--- src/hdl/bis_pkg.sv ---
// Shared types, register codes and size constants of the bilinear image scaler.
package bis_pkg;

	localparam int DEF_MAX_SIDE    = 256;
	localparam int DEF_WEIGHT_BITS = 8;

	localparam int SRC_CFG_W    = 9;
	localparam int DST_CFG_W    = 13;
	localparam int CFG_IDX_W    = 2;
	localparam int CFG_DATA_W   = 13;
	localparam int COORD_W      = 12;
	localparam int LOAD_COORD_W = 8;
	localparam int PIX_W        = 32;
	localparam int CHAN_W       = 8;
	localparam int CHANS        = 4;

	localparam logic [SRC_CFG_W-1:0] SRC_SIZE_RST = 9'd256;
	localparam logic [DST_CFG_W-1:0] DST_SIZE_RST = 13'd256;

	typedef enum logic [CFG_IDX_W-1:0] {
		CFG_SRC_WIDTH  = 2'd0,
		CFG_SRC_HEIGHT = 2'd1,
		CFG_DST_WIDTH  = 2'd2,
		CFG_DST_HEIGHT = 2'd3
	} cfg_idx_t;

	typedef enum logic {
		MODE_LOAD   = 1'b0,
		MODE_SAMPLE = 1'b1
	} mode_t;

	typedef struct packed {
		logic [SRC_CFG_W-1:0] src_width;
		logic [SRC_CFG_W-1:0] src_height;
		logic [DST_CFG_W-1:0] dst_width;
		logic [DST_CFG_W-1:0] dst_height;
	} cfg_t;

	typedef struct packed {
		mode_t                   mode;
		logic [LOAD_COORD_W-1:0] load_x;
		logic [LOAD_COORD_W-1:0] load_y;
		logic [PIX_W-1:0]        load_pixel;
	} load_t;

endpackage

--- src/hdl/bis_map.sv ---
// Coordinate mapper: scale multiply, pipelined restoring divide, clamp to index and weight.
module bis_map #(
	parameter int MAX_SIDE    = bis_pkg::DEF_MAX_SIDE,
	parameter int WEIGHT_BITS = bis_pkg::DEF_WEIGHT_BITS
) (
	input  logic                              clk,
	input  logic                              arst_n,
	input  logic                              adv,
	input  logic                              in_vld,
	input  bis_pkg::load_t                    in_load,
	input  logic [bis_pkg::COORD_W-1:0]       in_out_x,
	input  logic [bis_pkg::COORD_W-1:0]       in_out_y,
	input  bis_pkg::cfg_t                     cfg,
	output logic                              map_vld,
	output bis_pkg::load_t                    map_load,
	output logic [$clog2(MAX_SIDE)-1:0]       x0,
	output logic [$clog2(MAX_SIDE)-1:0]       x1,
	output logic [WEIGHT_BITS-1:0]            wx,
	output logic [$clog2(MAX_SIDE)-1:0]       y0,
	output logic [$clog2(MAX_SIDE)-1:0]       y1,
	output logic [WEIGHT_BITS-1:0]            wy
);

	import bis_pkg::*;

	localparam int CW  = $clog2(MAX_SIDE);
	localparam int SW  = $clog2(MAX_SIDE + 1);
	localparam int PW  = CW + WEIGHT_BITS;
	localparam int PRW = COORD_W + SW;
	localparam int OW  = PRW - CW;
	localparam int CMW = (OW > DST_CFG_W) ? OW : DST_CFG_W;
	localparam int NW  = PRW + WEIGHT_BITS;
	localparam int RW  = (NW > DST_CFG_W + PW) ? NW : DST_CFG_W + PW;

	function automatic logic [SW-1:0] clamp_src(input logic [SRC_CFG_W-1:0] v);
		if (v == '0) begin
			return SW'(1);
		end else if (32'(v) > MAX_SIDE) begin
			return SW'(MAX_SIDE);
		end
		return SW'(v);
	endfunction

	logic [SW-1:0]        src_w_eff, src_h_eff;
	logic [DST_CFG_W-1:0] dst_w_eff, dst_h_eff;

	assign src_w_eff = clamp_src(cfg.src_width);
	assign src_h_eff = clamp_src(cfg.src_height);
	assign dst_w_eff = (cfg.dst_width == '0) ? DST_CFG_W'(1) : cfg.dst_width;
	assign dst_h_eff = (cfg.dst_height == '0) ? DST_CFG_W'(1) : cfg.dst_height;

	// scale multiply stage
	logic           vld_s1;
	load_t          load_s1;
	logic [PRW-1:0] prod_x_s1, prod_y_s1;

	// divider stages, entry 0 holds the initial remainder and overflow flag
	logic          vld_sd   [0:PW];
	load_t         load_sd  [0:PW];
	logic [RW-1:0] rem_x_sd [0:PW];
	logic [RW-1:0] rem_y_sd [0:PW];
	logic [PW-1:0] q_x_sd   [0:PW];
	logic [PW-1:0] q_y_sd   [0:PW];
	logic          ov_x_sd  [0:PW];
	logic          ov_y_sd  [0:PW];

	logic [RW-1:0] rem_x_nx [1:PW];
	logic [RW-1:0] rem_y_nx [1:PW];
	logic [PW-1:0] q_x_nx   [1:PW];
	logic [PW-1:0] q_y_nx   [1:PW];

	// clamp stage outputs
	logic           vld_s2;
	load_t          load_s2;
	logic [CW-1:0]  x0_s2, x1_s2, y0_s2, y1_s2;
	logic [WEIGHT_BITS-1:0] wx_s2, wy_s2;

	always_comb begin
		logic [RW-1:0] dvx;
		logic [RW-1:0] dvy;
		for (int j = 1; j <= PW; j++) begin
			dvx = RW'(dst_w_eff) << (PW - j);
			dvy = RW'(dst_h_eff) << (PW - j);
			rem_x_nx[j] = (rem_x_sd[j-1] >= dvx) ? rem_x_sd[j-1] - dvx : rem_x_sd[j-1];
			rem_y_nx[j] = (rem_y_sd[j-1] >= dvy) ? rem_y_sd[j-1] - dvy : rem_y_sd[j-1];
			q_x_nx[j] = q_x_sd[j-1] | (PW'(rem_x_sd[j-1] >= dvx) << (PW - j));
			q_y_nx[j] = q_y_sd[j-1] | (PW'(rem_y_sd[j-1] >= dvy) << (PW - j));
		end
	end

	logic [PW-1:0] top_x, top_y, pos_x, pos_y;
	logic [CW-1:0] last_x, last_y, i0x, i0y;

	always_comb begin
		top_x  = PW'(src_w_eff - SW'(1)) << WEIGHT_BITS;
		top_y  = PW'(src_h_eff - SW'(1)) << WEIGHT_BITS;
		pos_x  = (ov_x_sd[PW] || q_x_sd[PW] > top_x) ? top_x : q_x_sd[PW];
		pos_y  = (ov_y_sd[PW] || q_y_sd[PW] > top_y) ? top_y : q_y_sd[PW];
		last_x = CW'(src_w_eff - SW'(1));
		last_y = CW'(src_h_eff - SW'(1));
		i0x    = CW'(pos_x >> WEIGHT_BITS);
		i0y    = CW'(pos_y >> WEIGHT_BITS);
	end

	always_ff @(posedge clk or negedge arst_n) begin
		if (!arst_n) begin
			vld_s1 <= 1'b0;
			for (int j = 0; j <= PW; j++) begin
				vld_sd[j] <= 1'b0;
			end
			vld_s2 <= 1'b0;
		end else if (adv) begin
			vld_s1    <= in_vld;
			vld_sd[0] <= vld_s1;
			for (int j = 1; j <= PW; j++) begin
				vld_sd[j] <= vld_sd[j-1];
			end
			vld_s2 <= vld_sd[PW];
		end
	end

	always_ff @(posedge clk) begin
		if (adv) begin
			load_s1   <= in_load;
			prod_x_s1 <= PRW'(in_out_x) * PRW'(src_w_eff);
			prod_y_s1 <= PRW'(in_out_y) * PRW'(src_h_eff);

			// quotient overflows the position range when num >= dst << PW
			load_sd[0]  <= load_s1;
			rem_x_sd[0] <= RW'(prod_x_s1) << WEIGHT_BITS;
			rem_y_sd[0] <= RW'(prod_y_s1) << WEIGHT_BITS;
			q_x_sd[0]   <= '0;
			q_y_sd[0]   <= '0;
			ov_x_sd[0]  <= CMW'(prod_x_s1 >> CW) >= CMW'(dst_w_eff);
			ov_y_sd[0]  <= CMW'(prod_y_s1 >> CW) >= CMW'(dst_h_eff);

			for (int j = 1; j <= PW; j++) begin
				load_sd[j]  <= load_sd[j-1];
				rem_x_sd[j] <= rem_x_nx[j];
				rem_y_sd[j] <= rem_y_nx[j];
				q_x_sd[j]   <= q_x_nx[j];
				q_y_sd[j]   <= q_y_nx[j];
				ov_x_sd[j]  <= ov_x_sd[j-1];
				ov_y_sd[j]  <= ov_y_sd[j-1];
			end

			// saturate to the last column or row, neighbour clamps at the edge
			load_s2 <= load_sd[PW];
			x0_s2   <= i0x;
			y0_s2   <= i0y;
			x1_s2   <= (i0x == last_x) ? i0x : i0x + CW'(1);
			y1_s2   <= (i0y == last_y) ? i0y : i0y + CW'(1);
			wx_s2   <= pos_x[WEIGHT_BITS-1:0];
			wy_s2   <= pos_y[WEIGHT_BITS-1:0];
		end
	end

	assign map_vld  = vld_s2;
	assign map_load = load_s2;
	assign x0       = x0_s2;
	assign x1       = x1_s2;
	assign wx       = wx_s2;
	assign y0       = y0_s2;
	assign y1       = y1_s2;
	assign wy       = wy_s2;

	a_neighbour_adjacent: assert property (@(posedge clk) disable iff (!arst_n)
		(vld_s2 && load_s2.mode == MODE_SAMPLE) |->
		((x1_s2 == x0_s2 || x1_s2 == x0_s2 + CW'(1)) &&
		 (y1_s2 == y0_s2 || y1_s2 == y0_s2 + CW'(1))))
		else $error("neighbour index is neither the base nor the next one");

	a_weight_has_neighbour: assert property (@(posedge clk) disable iff (!arst_n)
		(vld_s2 && load_s2.mode == MODE_SAMPLE && wx_s2 != '0) |-> (x1_s2 == x0_s2 + CW'(1)))
		else $error("non-zero column weight at a clamped column");

endmodule

--- config.mk ---
export PLATFORM = sky130hd
export DESIGN_NAME = bis_map
export DESIGN_NICKNAME = d
export VERILOG_FILES = /design/src/hdl/bis_pkg.sv /design/src/hdl/bis_map.sv
export SDC_FILE = /design/constraint.sdc
export NUM_CORES = 2
export LEC_CHECK = 0
export BUFFER_PORTS_ARGS = -buffer_cell sky130_fd_sc_hd__buf_4
export CORE_ASPECT_RATIO = 1.25
export CORE_MARGIN = 2
export CORE_UTILIZATION = 24
export CTS_BUF_LIST = sky130_fd_sc_hd__clkbuf_16
export CTS_CLUSTER_DIAMETER = 120
export DETAILED_ROUTE_END_ITERATION = 8
export HOLD_SLACK_MARGIN = 0.08
export SYNTH_ARGS = -nofsm -noshare
export SYNTH_HDL_FRONTEND = slang
export SYNTH_SLANG_ARGS = --single-unit
--- constraint.sdc ---
create_clock -name clk -period 4.7 [get_ports clk]
set_clock_uncertainty 0.05 [all_clocks]
set_input_delay 0.94 -clock clk [delete_from_list [all_inputs] [get_ports clk]]
set_output_delay 0.94 -clock clk [all_outputs]
set_load 0.005 [all_outputs]
==> metrics <==
Final #Nets 8911; Seq cells post-synth slightly above 2000; DRC 0; clock sink count 2074; fin crit period about 5.5 ns; class of the worst hold path in -> reg; maximum clock path buffer count 4; Mapped Area 0.0985 sq mm; Final Hold Violating Endpoints 0; Worst-Skew Late Latency 0.94 ns; GRT Util Overall under 10%; Cells after Synth about 7000; CP Capture Type flop; slew margin rel. 21.2%; Final period util 117%; Worst VDD drop 0.329 mV; full die area 0.416 sq mm; Buffers on Ports 218; Synth Flop Type edfxtp_1; post-synthesis sequential area ratio 63.1%; pin count of the biggest net entering global routing roughly 150; failing checks negative setup slack; Placer Congestion 0.830; Fill cells 41200; Synth Net Count approximately 8000; Die H 720 microns; CP cell instances buf_6, or4_4, nor2_4, ha_4, mux2_4, nand2_4, fa_1, fa_1, inv_1, ha_1, inv_2, fa_1, inv_1, ha_1, a21o_1, a21oi_2, o21bai_2, o311ai_2, nand3_2, o41ai_4, buf_4, o2111ai_4, a21oi_2, xnor2_1; Slew Viols, Final 0; post-route ant nets 0; Clock transition at path regs 0.06 ns; CTS tree built; CP startpoint kind primary input; H-tree level count 4; overall power between 60 and 70 mW; Routed WL 205000 microns; Async SR Flop Fraction less than 1%; post-synth cell types 97; critical path class in -> reg; RSZ-0062 raised after global routing true; Power Dens Cells 519 mW/mm^2; Initial Util 24.0%; CP max FO 7; Core ar. 0.410 sq mm; post-detailed-route via-to-cell ratio 4.29; Row Count between 200 and 300; hold depth 1; Final WS setup -0.793 ns; routed wire length per instance 14.9 microns; initial antenna violation count 5; Worst Hold Slack 0.224 ns; first-pass GRT wire length 320000 microns; Die W 577 microns; DR vias roughly 59000; setup TNS -11.80 ns; layout cells sized above 1 between 15 and 20%; DP Wirelength 141000 microns; Initial DRC Count 3316; sequential cell area between 0.06 and 0.07 sq mm; CP required 5.34 ns; leakage 45.2 nW; CP dominant cell by count fa_1; outcome finished with violations; YS warnings 0; CTS buffer count ~230; Detailed Routing Iterations Pass 1 7; Post-synth EDFFs a little over 2000; Least-Margin Pin Slew about 1.2 ns; Setup Viol. Count Final 26; area delta synth->final 22.4%; FMAX 182 MHz; Critical-path top delay cell or4_4; area of the multi-input gates about 0.035 sq mm; Max-Cap Viols 0; GRT overflow 0; vias in the first global route 59300; R2R cell count 12; IO Count approximately 220; max incr delay on CP 0.56 ns; Worst Path Arrival 6.13 ns; root buf cell clkbuf_16; Avg Cell Area, Syn 13.7 sq um
## state kept, by name (all words and copies together) (netlist names), 8 cells and up
signal	cells
load_sd	833
rem_x_sd	364
rem_y_sd	364
q_x_sd	136
q_y_sd	136
load_s1	49
map_load	49
prod_x_s1	21
prod_y_s1	21
ov_x_sd	17
ov_y_sd	17
vld_sd	17
wx	8
wy	8
x0	8
x1	8
y0	8
y1	8
## critical path: cells and delay by family
kind	cells	cell delay [ns]
fa+ha+maj	6	2.17
simple gates	4	0.93
mux	1	0.36
buf+inv	5	0.40
xor+xnor	1	0.08
compound gates	7	1.23
## layer usage
| layer | vias to the layer above | wire length, microns | track usage [%] |
|---|---|---|---|
| met5 | - | 0 | 0 |
| met4 | 0 | 6900 | 3.38 |
| met3 | 409 | 9600 | 1.79 |
| met2 | 1036 | 102000 | 17.1 |
| met1 | 28600 | 85700 | 11.3 |
| li1 | 28700 | - | - |
## synth_stat cells, drive strengths merged (8+ instances only)
master	instances	area, sq um
and2	64	400
and3	129	807
nand4b	21	184
o21a	57	428
nand4	66	413
xnor2	308	2710
o21ai	274	1370
a211oi	39	303
nor3	153	766
buf	16	81.3
or3	56	350
nor3b	8	65.1
a31oi	42	269
mux2i	14	140
a221oi	11	103
inv	406	1520
o21bai	23	173
a21o	150	1130
nand2	413	1550
o31ai	30	230
mux2	139	1570
nand3b	16	120
nand2b	74	463
nor4b	14	129
a21oi	443	2230
dfrtp	19	475
nand3	116	586
a311oi	11	109
nor2	452	1700
edfxtp	2055	61700
ha	544	6810
a21boi	41	308
a2111oi	17	155
o211ai	31	238
fa	172	3440
nor4	109	767
o41ai	9	78.8
xor2	242	2120
a211o	18	158
clkbuf	112	420
or4	38	289
or2	29	181
nor2b	80	500
## power breakdown
| group | switching [mW] | internal [mW] |
|---|---|---|
| Clock | 7.84 | 10.5 |
| Sequential | 1.95 | 24.6 |
| Combinational | 9.30 | 8.42 |
| Total | 19.1 | 43.5 |
## metrics by stage
| stage | std cells | utilization (%) | worst slack [ns] | instance area, sq um |
|---|---|---|---|---|
| after detailed placement | 13200 | 27.2 | -2.09 | 111000 |
| after global routing | 13700 | 29.4 | -0.950 | 121000 |
| after CTS | 13700 | 29.3 | -0.649 | 120000 |
| after global placement | 13200 | 27.2 | -2.01 | 111000 |
| after floorplan | 7164 | - | -1.72 | 99200 |
| final | 13700 | 29.4 | -0.793 | 121000 |
## placed cells by master, fill, tap and decap left out, drive strengths merged, types with 102 or more instances in the layout
cell type     n
a21o        150
edfxtp     2055
o21ai       274
ha          544
nor3        153
nand3       116
clkbuf      228
xnor2       308
fa          172
mux2        139
clkinv      102
and3        129
nor2        452
nand2       413
nor4        109
buf         761
inv         450
xor2        242
a21oi       443
## area by class of cell
type                       count  area share [%]
multi-input combinational   4555            29.2
timing repair buffer         809            5.81
clock inverter               197            1.70
clock buffer                 228            4.73
tap                         5432            5.64
antenna                        3         0.00623
sequential                  2074            51.6
inverter                     407            1.27
## kinds of logic (layout without fill, tap and decap cells)
family | after synthesis | in the layout | share of synthesized area [%]
compound gates | 1276 | 1276 | 8.15
xor+xnor | 551 | 551 | 4.92
fa+ha+maj | 716 | 716 | 10.4
buf+inv | 535 | 1641 | 2.06
flops | 2074 | 2074 | 63.1
mux | 153 | 153 | 1.73
other cells | 0 | 3 | 0
simple gates | 1859 | 1859 | 9.60
## worst paths after layout
check | slack (ns) | endpoint | from
worst max register to register | 1.00 | rem_x_sd[0][254] | rem_x_sd[0][211]
worst max-delay path | -0.79 | prod_y_s1[19] | cfg[28]
worst min register to register | 0.29 | q_x_sd[0][188] | q_x_sd[0][172]
min in group asynchronous | 0.45 | vld_sd[15] | arst_n
worst min-delay path | 0.22 | load_s1[47] | in_load[47]
max in group asynchronous | 3.95 | vld_sd[2] | arst_n
## what timing repair did
item                                    CTS  global route
gates cloned                              1             0
hold buffers                             48             0
endpoints found under the hold margin    66             0
endpoints found under the setup margin   32            32
pin swaps                                61            62
buffers inserted                         26            21
resized for setup                        66            77
Power figures use the tool's default switching activity.
